$ cat src/rtl/fgcc_pkg.sv
package fgcc_pkg;

	localparam int DEF_MAP_ROWS  = 256;
	localparam int DEF_MAP_COLS  = 256;
	localparam int DEF_MAX_STEPS = 256;

	localparam int CELL_AW    = 16;
	localparam int CELL_DEPTH = 1 << CELL_AW;
	localparam logic [7:0] OBSTACLE = 8'd127;
	localparam int SLACK_Q16 = 66;

	localparam int ANG_W       = 22;
	localparam int ANG_PI      = 205887;
	localparam int ANG_HALF_PI = 102944;
	localparam int ANG_TWO_PI  = 411775;

	localparam int VEC_W    = 34;
	localparam int CORDIC_K = 652032874;
	localparam int CORDIC_N = 16;
	localparam int TRIG_W   = 18;

	localparam int CX_W   = 24;
	localparam int MA_W   = 34;
	localparam int MB_W   = 18;
	localparam int ACC_W  = 54;
	localparam int POS_W  = 40;
	localparam int NUM_W  = 44;
	localparam int DEN_W  = 24;
	localparam int RES_W  = 21;
	localparam int REACH_W = 20;

	localparam int Q_DEPTH = 4;
	localparam int Q_AW    = 2;

	localparam int IN_TDATA_W  = 112;
	localparam int OUT_TDATA_W = 8;

	localparam int CFG_IDX_W  = 3;
	localparam int CFG_DATA_W = 32;

	typedef logic [CFG_IDX_W-1:0] cfg_idx_t;
	localparam cfg_idx_t CFG_ORIGIN_X   = 3'd0;
	localparam cfg_idx_t CFG_ORIGIN_Y   = 3'd1;
	localparam cfg_idx_t CFG_ORIGIN_YAW = 3'd2;
	localparam cfg_idx_t CFG_CELL_SIZE  = 3'd3;
	localparam cfg_idx_t CFG_REAR       = 3'd4;
	localparam cfg_idx_t CFG_FRONT      = 3'd5;
	localparam cfg_idx_t CFG_HALF_WIDTH = 3'd6;

	localparam logic [RES_W-1:0]   DEF_CELL_SIZE  = 21'd3277;
	localparam logic [REACH_W-1:0] DEF_REAR       = 20'd45875;
	localparam logic [REACH_W-1:0] DEF_FRONT      = 20'd216269;
	localparam logic [REACH_W-1:0] DEF_HALF_WIDTH = 20'd72090;

	typedef struct packed {
		logic                is_check;
		logic [15:0]         cell_index;
		logic [7:0]          cell_value;
		logic signed [31:0]  pose_x;
		logic signed [31:0]  pose_y;
		logic signed [19:0]  pose_yaw;
	} item_t;

	typedef struct packed {
		logic  valid;
		item_t item;
	} q_head_t;

	function automatic logic signed [ANG_W-1:0] atan_entry(input logic [3:0] i);
		logic signed [ANG_W-1:0] v;
		case (i)
			4'd0:    v = 22'sd51472;
			4'd1:    v = 22'sd30386;
			4'd2:    v = 22'sd16055;
			4'd3:    v = 22'sd8150;
			4'd4:    v = 22'sd4091;
			4'd5:    v = 22'sd2047;
			4'd6:    v = 22'sd1024;
			4'd7:    v = 22'sd512;
			4'd8:    v = 22'sd256;
			4'd9:    v = 22'sd128;
			4'd10:   v = 22'sd64;
			4'd11:   v = 22'sd32;
			4'd12:   v = 22'sd16;
			4'd13:   v = 22'sd8;
			4'd14:   v = 22'sd4;
			default: v = 22'sd2;
		endcase
		return v;
	endfunction

endpackage

$ cat src/rtl/fgcc_front.sv
module fgcc_front import fgcc_pkg::*; (
	input  logic                  clk,
	input  logic                  arst_n,
	input  logic                  s_tvalid,
	output logic                  s_tready,
	input  logic [IN_TDATA_W-1:0] s_tdata,
	input  logic                  s_tuser,
	input  logic                  pop,
	output q_head_t               head
);

	item_t              buf_q [Q_DEPTH];
	logic [Q_AW-1:0]    wr_ptr_q, rd_ptr_q;
	logic [Q_AW:0]      cnt_q;
	logic               push, pull;
	item_t              in_item;

	always_comb begin
		in_item.is_check   = s_tuser;
		in_item.cell_index = s_tdata[15:0];
		in_item.cell_value = s_tdata[23:16];
		in_item.pose_x     = s_tdata[55:24];
		in_item.pose_y     = s_tdata[87:56];
		in_item.pose_yaw   = s_tdata[107:88];
	end

	assign s_tready   = (cnt_q != (Q_AW+1)'(Q_DEPTH));
	assign push       = s_tvalid && s_tready;
	assign pull       = pop && (cnt_q != '0);
	assign head.valid = (cnt_q != '0);
	assign head.item  = buf_q[rd_ptr_q];

	always_ff @(posedge clk) begin
		if (push) begin
			buf_q[wr_ptr_q] <= in_item;
		end
	end

	always_ff @(posedge clk or negedge arst_n) begin
		if (!arst_n) begin
			wr_ptr_q <= '0;
			rd_ptr_q <= '0;
			cnt_q    <= '0;
		end else begin
			if (push) begin
				wr_ptr_q <= wr_ptr_q + 1'b1;
			end
			if (pull) begin
				rd_ptr_q <= rd_ptr_q + 1'b1;
			end
			case ({push, pull})
				2'b10:   cnt_q <= cnt_q + 1'b1;
				2'b01:   cnt_q <= cnt_q - 1'b1;
				default: cnt_q <= cnt_q;
			endcase
		end
	end

endmodule

$ cat config.mk
export PLATFORM = sky130hd
export DESIGN_NAME = fgcc_front
export DESIGN_NICKNAME = d
export VERILOG_FILES = /design/src/rtl/fgcc_pkg.sv /design/src/rtl/fgcc_front.sv
export SDC_FILE = /design/constraint.sdc
export NUM_CORES = 1
export LEC_CHECK = 0
export ABC_CLOCK_PERIOD_IN_PS = 3200
export BUFFER_PORTS_ARGS = -buffer_cell sky130_fd_sc_hd__buf_2
export CAP_MARGIN = 40
export CORE_MARGIN = 2
export CORE_UTILIZATION = 57
export DETAILED_ROUTE_END_ITERATION = 12
export GPL_TIMING_DRIVEN = 0
export PLACE_DENSITY = 0.79
export SLEW_MARGIN = 10
export SYNTH_ARGS = -nofsm -noshare
export SYNTH_HDL_FRONTEND = slang
export SYNTH_SLANG_ARGS = --single-unit
$ cat constraint.sdc
create_clock -name clk -period 3.2 [get_ports clk]
set_clock_uncertainty 0.15 [all_clocks]
set_input_delay 0.16 -clock clk [delete_from_list [all_inputs] [get_ports clk]]
set_output_delay 0.16 -clock clk [all_outputs]
set_load 0.1 [all_outputs]
==> impl_metrics.tcl, run 1 <==
set metrics [dict create \
    status "finished clean" \
    maxSlewViolCount 0 \
    grt_pass1_vias 8348 \
    relSlewSlack 0.540 \
    hp-class "in2reg" \
    final_util 0.734 \
    critical_path.max_fanout 10 \
    layout_common_cells "edfxtp_1, buf_2, dlygate4sd3_1" \
    design_area_um2 20400 \
    synth.largest_area_cell "edfxtp_1" \
    grt_pass1_wl_um 48200 \
    worst-path-buf-inv 3 \
    critPathLaunchType "flip-flop" \
    yosys_warnings 0 \
    worst-path-stages 4 \
    wl_um 32400 \
    h-tree-depth 2 \
    fmax_mhz 348 \
    critPathLaunch "rd_ptr_q[1]$_DFFE_PN0P_" \
    met1_usage 0.273 \
    rsz0062_at_grt "false" \
    gp_congestion 0.732 \
    multi_input_area_um2 2710 \
    viasPerCell 5.54 \
    hold_viol_final 0 \
    clock_latency_ns 0.51 \
    synthTopCellsByArea "edfxtp_1, mux4_2, dfrtp_1" \
    yosysTopAreaCellShare 0.813 \
    worst_r2r_startpoint "cnt_q[2]$_DFFE_PN0P_" \
    cts_buffers 44 \
    cts_max_path_buffers 3 \
    remaining_drc_errors 0 \
    post_cts_resized 0 \
    layout_commonest_cell "edfxtp_1" \
    grtUsageMet2 0.388 \
    seqCellArea_um2 13300 \
    io_buffers 223 \
    busiest_layer "met2" \
    drt_iter0_markers 679 \
    min_period_ns 2.87 \
    critPathMaxStageDelay_ns 0.56 \
    ant_nets 0 \
    dp_hpwl_um 18500 \
    dp_cells 1215 \
    drive_gt1_frac 0.410 \
    worst_pin_slew_ns 0.690 \
    drv_cap 0 \
    cts.clk_slew.worst_paths_ns 0.06 \
    cts-root-buf "clkbuf_16" \
    synth-seq-cells 443 \
    die_w_um 172 \
    vias 7783 \
    path_delay_family "buffers and inverters" \
    cts.sinks 443 \
    avgSynthCellArea_um2 26.6 \
    post_dp_cell_area_um2 17900 \
    track_usage 0.222 \
    finalSetupViolations 0 \
    cp_cell_sequence "buf_2 > clkbuf_1 > mux4_2 > buf_2" \
    tns_ns 0 \
    yosysSeqAreaShare 0.823 \
    use_met3 0.0513 \
    syn_inst 606 \
    grt_overflow 0 \
    start_util 0.580 \
    critPathCapture "head[60]" \
    fp.dieH_um 172 \
    required_ns 2.89 \
    grt_max_degree 43 \
    ios 228 \
    wl_per_cell_um 23.1 \
    tritoncts "done" \
    r2r_cells 4 \
    setup.worst_path.end_class "primary output" \
    synthDistinctLibCells 21 \
    syn_area_um2 16100 \
    crit_type "reg2out" \
    coreArea_um2 27800 \
    antenna_found_initial 1 \
    post-route-period-util 0.898 \
    rows 61 \
    syn_nets 729 \
    fillers 1600 \
    nets 1119 \
    first_pass_iters 8 \
    layoutNonFillerInstCount 1404 \
    dieArea_um2 29600 \
    cpMaxStageDelayCell "clkbuf_1" \
    area_growth_pct 26.5 \
    cp_common_cell "buf_2" \
    worstPathArrival_ns 2.56 \
    ff2ff_setup_slack_ns 0.83 \
    reg2reg_to "buf_q[0][32]$_DFFE_PP_" \
]
## final cells by class
type / instances / area share
plain buffers: 24 / 0.00645
clock buffers: 60 / 0.0595
well taps: 378 / 0.0232
inverters: 6 / 0.00110
flip-flops and latches: 443 / 0.651
clock inverters: 15 / 0.00608
diodes: 1 / 0.000123
multi-input cells: 133 / 0.133
repair buffers: 344 / 0.120
## Yosys cell counts (all sizes together)
| library cell | instances |
|---|---|
| and2 | 1 |
| inv | 6 |
| mux2 | 1 |
| nand2 | 1 |
| and3 | 4 |
| xnor2 | 3 |
| fa | 1 |
| o31a | 1 |
| or3b | 1 |
| edfxtp | 436 |
| mux4 | 109 |
| mux2i | 1 |
| xor2 | 3 |
| or3 | 1 |
| nor2 | 1 |
| dfrtp | 7 |
| ha | 5 |
| clkbuf | 3 |
| buf | 21 |
## flip-flops by register name, indices dropped and copies added, names as in the netlist
register	count
rd_ptr_q	2
cnt_q	3
wr_ptr_q	2
buf_q	436
## cells by family (layout without fill, tap and decap cells)
kind of cell	after synthesis	count (layout)	synth area share
AOI/OAI and AO/OA	1	1	0.000621
other	0	1	0
buffers and inverters	30	449	0.00955
muxes	111	111	0.154
xor gates and xnor gates	6	6	0.00326
adders and majority gates	6	6	0.00513
DFF	443	443	0.823
and+or+nand+nor	9	9	0.00404
## stage by stage
stage	setup WS, ns	hold slack (ns)
after floorplan	0.305	-0.286
after global placement	-0.381	-0.145
after detailed placement	0.783	-0.141
after CTS	0.259	0.213
after global routing	0.181	0.238
final	0.328	0.248
## routing by layer
| metal | wire length, um | vias to the layer above |
|---|---|---|
| li1 | - | 3392 |
| met1 | 12000 | 4035 |
| met2 | 17400 | 287 |
| met3 | 1950 | 69 |
| met4 | 1100 | 0 |
| met5 | 0 | - |
## how the worst min path moves through the flow
stage / from / endpoint / slack [ns] / cells past startpoint
floorplan: arst_n / cnt_q[0]$_DFFE_PN0P_ / -0.29 / 0
global placement: arst_n / wr_ptr_q[0]$_DFFE_PN0P_ / -0.14 / 1
detailed placement: arst_n / wr_ptr_q[0]$_DFFE_PN0P_ / -0.14 / 1
CTS: s_tdata[106] / buf_q[0][18]$_DFFE_PP_ / 0.21 / 2
global route: s_tdata[60] / buf_q[0][24]$_DFFE_PP_ / 0.24 / 2
finish: s_tdata[103] / buf_q[0][15]$_DFFE_PP_ / 0.25 / 2
## what timing repair did
item,in CTS,in global routing
hold endpoints to repair,447,0
hold buffers,113,0
buffers inserted,0,0
Power of run 1 is left out: the tool's default activity adds up to more than one toggle a clock period on the data nets, which glitch-free logic cannot reach.
==> inputs of run 2 (changes only) <==
--- a/config.mk
+++ b/config.mk
@@ -5,14 +5,14 @@
 export SDC_FILE = /design/constraint.sdc
 export NUM_CORES = 1
 export LEC_CHECK = 0
-export ABC_CLOCK_PERIOD_IN_PS = 3200
+export ABC_CLOCK_PERIOD_IN_PS = 3400
 export BUFFER_PORTS_ARGS = -buffer_cell sky130_fd_sc_hd__buf_2
 export CAP_MARGIN = 40
 export CORE_MARGIN = 2
-export CORE_UTILIZATION = 57
+export CORE_UTILIZATION = 45
 export DETAILED_ROUTE_END_ITERATION = 12
 export GPL_TIMING_DRIVEN = 0
-export PLACE_DENSITY = 0.79
+export PLACE_DENSITY = 0.65
 export SLEW_MARGIN = 10
 export SYNTH_ARGS = -nofsm -noshare
 export SYNTH_HDL_FRONTEND = slang
==> constraint.sdc (replaced) <==
create_clock -name clk -period 3.4 [get_ports clk]
set_clock_uncertainty 0.15 [all_clocks]
set_input_delay 0.17 -clock clk [delete_from_list [all_inputs] [get_ports clk]]
set_output_delay 0.17 -clock clk [all_outputs]
set_load 0.1 [all_outputs]
==> impl_metrics.tcl, run 2 (synthesis gave the netlist of run 1 again) <==
set metrics [dict create \
    cts_buffers 45 \
    critical_path.max_fanout 10 \
    cp_common_cell "buf_2" \
    cts.clk_slew.worst_paths_ns 0.06 \
    layout_common_cells "edfxtp_1, buf_2, dlygate4sd3_1" \
    use_met3 0.0483 \
    remaining_drc_errors 0 \
    required_ns 3.08 \
    tritoncts "done" \
    layout_commonest_cell "edfxtp_1" \
    io_buffers 223 \
    drive_gt1_frac 0.409 \
    met1_usage 0.217 \
    layoutNonFillerInstCount 1495 \
    worstPathArrival_ns 2.59 \
    post-route-period-util 0.855 \
    critPathLaunchType "flip-flop" \
    grt_overflow 0 \
    die_w_um 193 \
    viasPerCell 5.11 \
    grt_pass1_wl_um 48100 \
    cts_max_path_buffers 3 \
    post-cts-setup-buffers 0 \
    ios 228 \
    reg2reg_to "cnt_q[2]$_DFFE_PN0P_" \
    worst_r2r_startpoint "cnt_q[0]$_DFFE_PN0P_" \
    dieArea_um2 37300 \
    coreArea_um2 35400 \
    hp-class "in2reg" \
    relSlewSlack 0.530 \
    dp_cells 1298 \
    largest-register "buf_q" \
    drv_cap 0 \
    clock_latency_ns 0.54 \
    min_period_ns 2.91 \
    first_pass_iters 6 \
    r2r_cells 9 \
    finalSetupViolations 0 \
    busiest_layer "met2" \
    hold_viol_final 0 \
    cp_cell_sequence "buf_2 > clkbuf_1 > mux4_2 > buf_2" \
    cpMaxStageDelayCell "clkbuf_1" \
    fp.dieH_um 193 \
    status "finished clean" \
    wl_per_cell_um 20.5 \
    vias 7639 \
    dp_hpwl_um 18700 \
    h-tree-depth 2 \
    setup.worst_path.end_class "primary output" \
    maxSlewViolCount 0 \
    path_delay_family "buffers and inverters" \
    fmax_mhz 344 \
    grt_pass1_vias 8484 \
    setup_slack_ns 0.495 \
    start_util 0.455 \
    area_growth_pct 27.6 \
    pre_cts_slack_ns 0.990 \
    nets 1120 \
    worst_pin_slew_ns 0.704 \
    grtUsageMet2 0.273 \
    rows 69 \
    cts-root-buf "clkbuf_16" \
    top_regs "buf_q: 436 flops, cnt_q: 3 flops" \
    tns_ns 0 \
    grt_max_degree 52 \
    drt_iter0_markers 335 \
    whs_path_depth 2 \
    cts.sinks 443 \
    gp_congestion 0.666 \
    hold_end "buf_q[1][94]$_DFFE_PP_" \
    ant_nets 0 \
    track_usage 0.166 \
    wl_um 30600 \
    rsz0062_at_grt "false" \
    largest_reg_flops 436 \
    antenna_found_initial 1 \
    ff2ff_setup_slack_ns 1.02 \
    hold_path.startpoint "s_tdata[2]" \
    worst-path-buf-inv 3 \
    critPathMaxStageDelay_ns 0.59 \
    crit_type "reg2out" \
]
-- run 2: worst max path at each step --
stage | from | end | slack, ns | cells past startpoint
global placement | cnt_q[2]$_DFFE_PN0P_ | buf_q[1][54]$_DFFE_PP_ | -0.26 | 2
global route | rd_ptr_q[1]$_DFFE_PN0P_ | head[44] | 0.33 | 4
detailed placement | rd_ptr_q[1]$_DFFE_PN0P_ | head[44] | 0.99 | 4
floorplan | cnt_q[2]$_DFFE_PN0P_ | buf_q[0][0]$_DFFE_PP_ | 0.51 | 2
CTS | rd_ptr_q[1]$_DFFE_PN0P_ | head[44] | 0.40 | 4
finish | rd_ptr_q[1]$_DFFE_PN0P_ | head[61] | 0.49 | 4
-- run 2: through the flow --
step,utilization,area (um2),hold slack [ns]
final,0.581,20600,0.224
after global routing,0.581,20600,0.211
after CTS,0.581,20600,0.186
after detailed placement,0.510,18000,-0.130
after global placement,0.503,17800,-0.131
after floorplan,-,16100,-0.276
-- run 2: final cells by class --
type / instances / area (um2)
multi-input cells: 133 / 2710
well taps: 461 / 577
flip-flops and latches: 443 / 13300
plain buffers: 24 / 131
clock inverters: 24 / 165
inverters: 6 / 22.5
repair buffers: 344 / 2470
clock buffers: 59 / 1220
diodes: 1 / 2.50
fillers: 2574 / 14800
-- run 2: worst register-to-register path, delay by kind of cell, from the launching register on --
kind,cells,cell delay (ns)
AND/OR/NAND/NOR,3,0.77
adder cells (fa/ha/maj),2,0.54
flip-flops,1,0.43
XOR/XNOR,2,0.31
buffers and inverters,2,0.12
-- run 2: layer usage --
layer / routed length (um) / share of wire
met4: 699 / 0.023
met1: 12700 / 0.42
met3: 2110 / 0.069
met2: 15000 / 0.49
met5: 0 / 0
-- run 2: repair_timing --
action                                 in CTS  in global routing
hold buffers                              113                  0
resized for setup                           0                  0
endpoints found under the hold margin     447                  0
Power of run 2 is left out for the same reason.
==> inputs of run 3 (changes only) <==
--- a/config.mk
+++ b/config.mk
@@ -5,7 +5,7 @@
 export SDC_FILE = /design/constraint.sdc
 export NUM_CORES = 1
 export LEC_CHECK = 0
-export ABC_CLOCK_PERIOD_IN_PS = 3400
+export ABC_CLOCK_PERIOD_IN_PS = 2740
 export BUFFER_PORTS_ARGS = -buffer_cell sky130_fd_sc_hd__buf_2
 export CAP_MARGIN = 40
 export CORE_MARGIN = 2
==> constraint.sdc (replaced) <==
create_clock -name clk -period 2.74 [get_ports clk]
set_clock_uncertainty 0.15 [all_clocks]
set_input_delay 0.137 -clock clk [delete_from_list [all_inputs] [get_ports clk]]
set_output_delay 0.137 -clock clk [all_outputs]
set_load 0.1 [all_outputs]
==> impl_metrics.tcl, run 3 (synthesis gave the netlist of run 1 again) <==
set metrics [dict create \
    status "finished clean" \
    die_w_um 193 \
    gp_congestion 0.666 \
    r2r_cells 9 \
    post-cts-setup-buffers 0 \
    layout_common_cells "edfxtp_1, buf_2, dlygate4sd3_1" \
    grt_overflow 0 \
    track_usage 0.166 \
    worst_hold_slack_ns 0.191 \
    critPathLaunchType "flip-flop" \
    cp_common_cell "buf_4" \
    hold_viol_final 0 \
    drive_gt1_frac 0.416 \
    ff2ff_setup_slack_ns 0.36 \
    largest_reg_flops 436 \
    largest-register "buf_q" \
    start_util 0.455 \
    antenna_found_initial 1 \
    viasPerCell 5.10 \
    grt_max_degree 52 \
    cts_buffers 45 \
    cpMaxStageDelayCell "mux4_2" \
    rsz0062_at_grt "false" \
    worst_r2r_startpoint "cnt_q[0]$_DFFE_PN0P_" \
    fillers 2575 \
    dieArea_um2 37300 \
    rows 69 \
    cts_max_path_buffers 3 \
    dp_hpwl_um 18700 \
    wl_per_cell_um 20.4 \
    area_growth_pct 27.7 \
    crit_type "reg2out" \
    min_period_ns 2.61 \
    ant_nets 0 \
    reg2reg_to "cnt_q[2]$_DFFE_PN0P_" \
    critPathCapture "head[89]" \
    required_ns 2.45 \
    cts.sinks 443 \
    hold_path.startpoint "s_tdata[2]" \
    layout_commonest_cell "edfxtp_1" \
    critical_path.max_fanout 10 \
    cts-root-buf "clkbuf_16" \
    clock_latency_ns 0.54 \
    remaining_drc_errors 0 \
    cp_cell_sequence "buf_4 > buf_4 > mux4_2 > buf_2" \
    grt_pass1_wl_um 48100 \
    ios 228 \
    finalSetupViolations 0 \
    setup.worst_path.end_class "primary output" \
    first_pass_iters 6 \
    wl_um 30500 \
    nets 1120 \
    drt_iter0_markers 347 \
    drv_cap 0 \
    vias 7620 \
    fp.dieH_um 193 \
    critPathLaunch "rd_ptr_q[0]$_DFFE_PN0P_" \
    tritoncts "done" \
    maxSlewViolCount 0 \
    critPathMaxStageDelay_ns 0.57 \
    coreArea_um2 35400 \
    cts.clk_slew.worst_paths_ns 0.06 \
    worst_pin_slew_ns 0.643 \
    fmax_mhz 383 \
    io_buffers 223 \
    top_regs "buf_q: 436 flops, cnt_q: 3 flops" \
    relSlewSlack 0.571 \
    grt_pass1_vias 8482 \
    h-tree-depth 2 \
    hp-class "in2reg" \
    post-route-period-util 0.953 \
    worstPathArrival_ns 2.32 \
]
==> run 3: cell count changes in the layout (fill, tap and decap cells not counted) <==
cell | previous run | this run
buf_1 | 6 | 0
buf_2 | 229 | 234
clkbuf_1 | 15 | 13
clkbuf_2 | 0 | 2
buf_4 | 9 | 10
==> run 3: critical path: cells and delay by family (launching register included) <==
family                 cells  cell delay (ns)
buffers and inverters      3             0.85
DFF                        1             0.36
muxes                      1             0.57
==> run 3: timing repair <==
item                       CTS  global route
hold buffers               113             0
gates resized for setup      9             0
setup endpoints to repair   98             0
hold endpoints to repair   458             0
==> run 3: stage by stage <==
stage	instance area, um2	instances	setup WS [ns]	utilization	setup TNS, ns
2_1_floorplan	16100	606	-0.155	-	-67.42
3_3_place_gp	17800	1290	-0.921	0.503	-389.74
3_5_place_dp	18000	1298	0.363	0.510	0
4_1_cts	20600	1494	0.0590	0.581	0
5_1_grt	20600	1495	0.0130	0.581	0
6_report	20600	1495	0.130	0.581	0
==> run 3: layout make-up <==
class | count | area [um2] | share of cell area
Antenna cell | 1 | 2.50 | 0.000122
Buffer | 24 | 144 | 0.00699
Clock buffer | 59 | 1220 | 0.0594
Clock inverter | 24 | 165 | 0.00803
Inverter | 6 | 22.5 | 0.00109
Multi-Input combinational cell | 133 | 2710 | 0.131
Sequential cell | 443 | 13300 | 0.645
Tap cell | 461 | 577 | 0.0280
Timing Repair Buffer | 344 | 2470 | 0.120
==> run 3: how the worst min path moves through the flow <==
stage	endpoint	cells after the start
after floorplan	cnt_q[0]$_DFFE_PN0P_	0
after global placement	cnt_q[2]$_DFFE_PN0P_	1
after detailed placement	cnt_q[2]$_DFFE_PN0P_	1
after CTS	buf_q[0][83]$_DFFE_PP_	2
after global routing	buf_q[2][86]$_DFFE_PP_	2
final	buf_q[1][94]$_DFFE_PP_	2
==> run 3: per-layer routing <==
metal / track usage / vias to the layer above / part of all wire
li1: - / 3421 / -
met4: 0.0498 / 0 / 0.022
met3: 0.0483 / 57 / 0.069
met5: 0 / - / 0
met1: 0.217 / 3935 / 0.42
met2: 0.273 / 207 / 0.49
Power of run 3 is left out for the same reason.
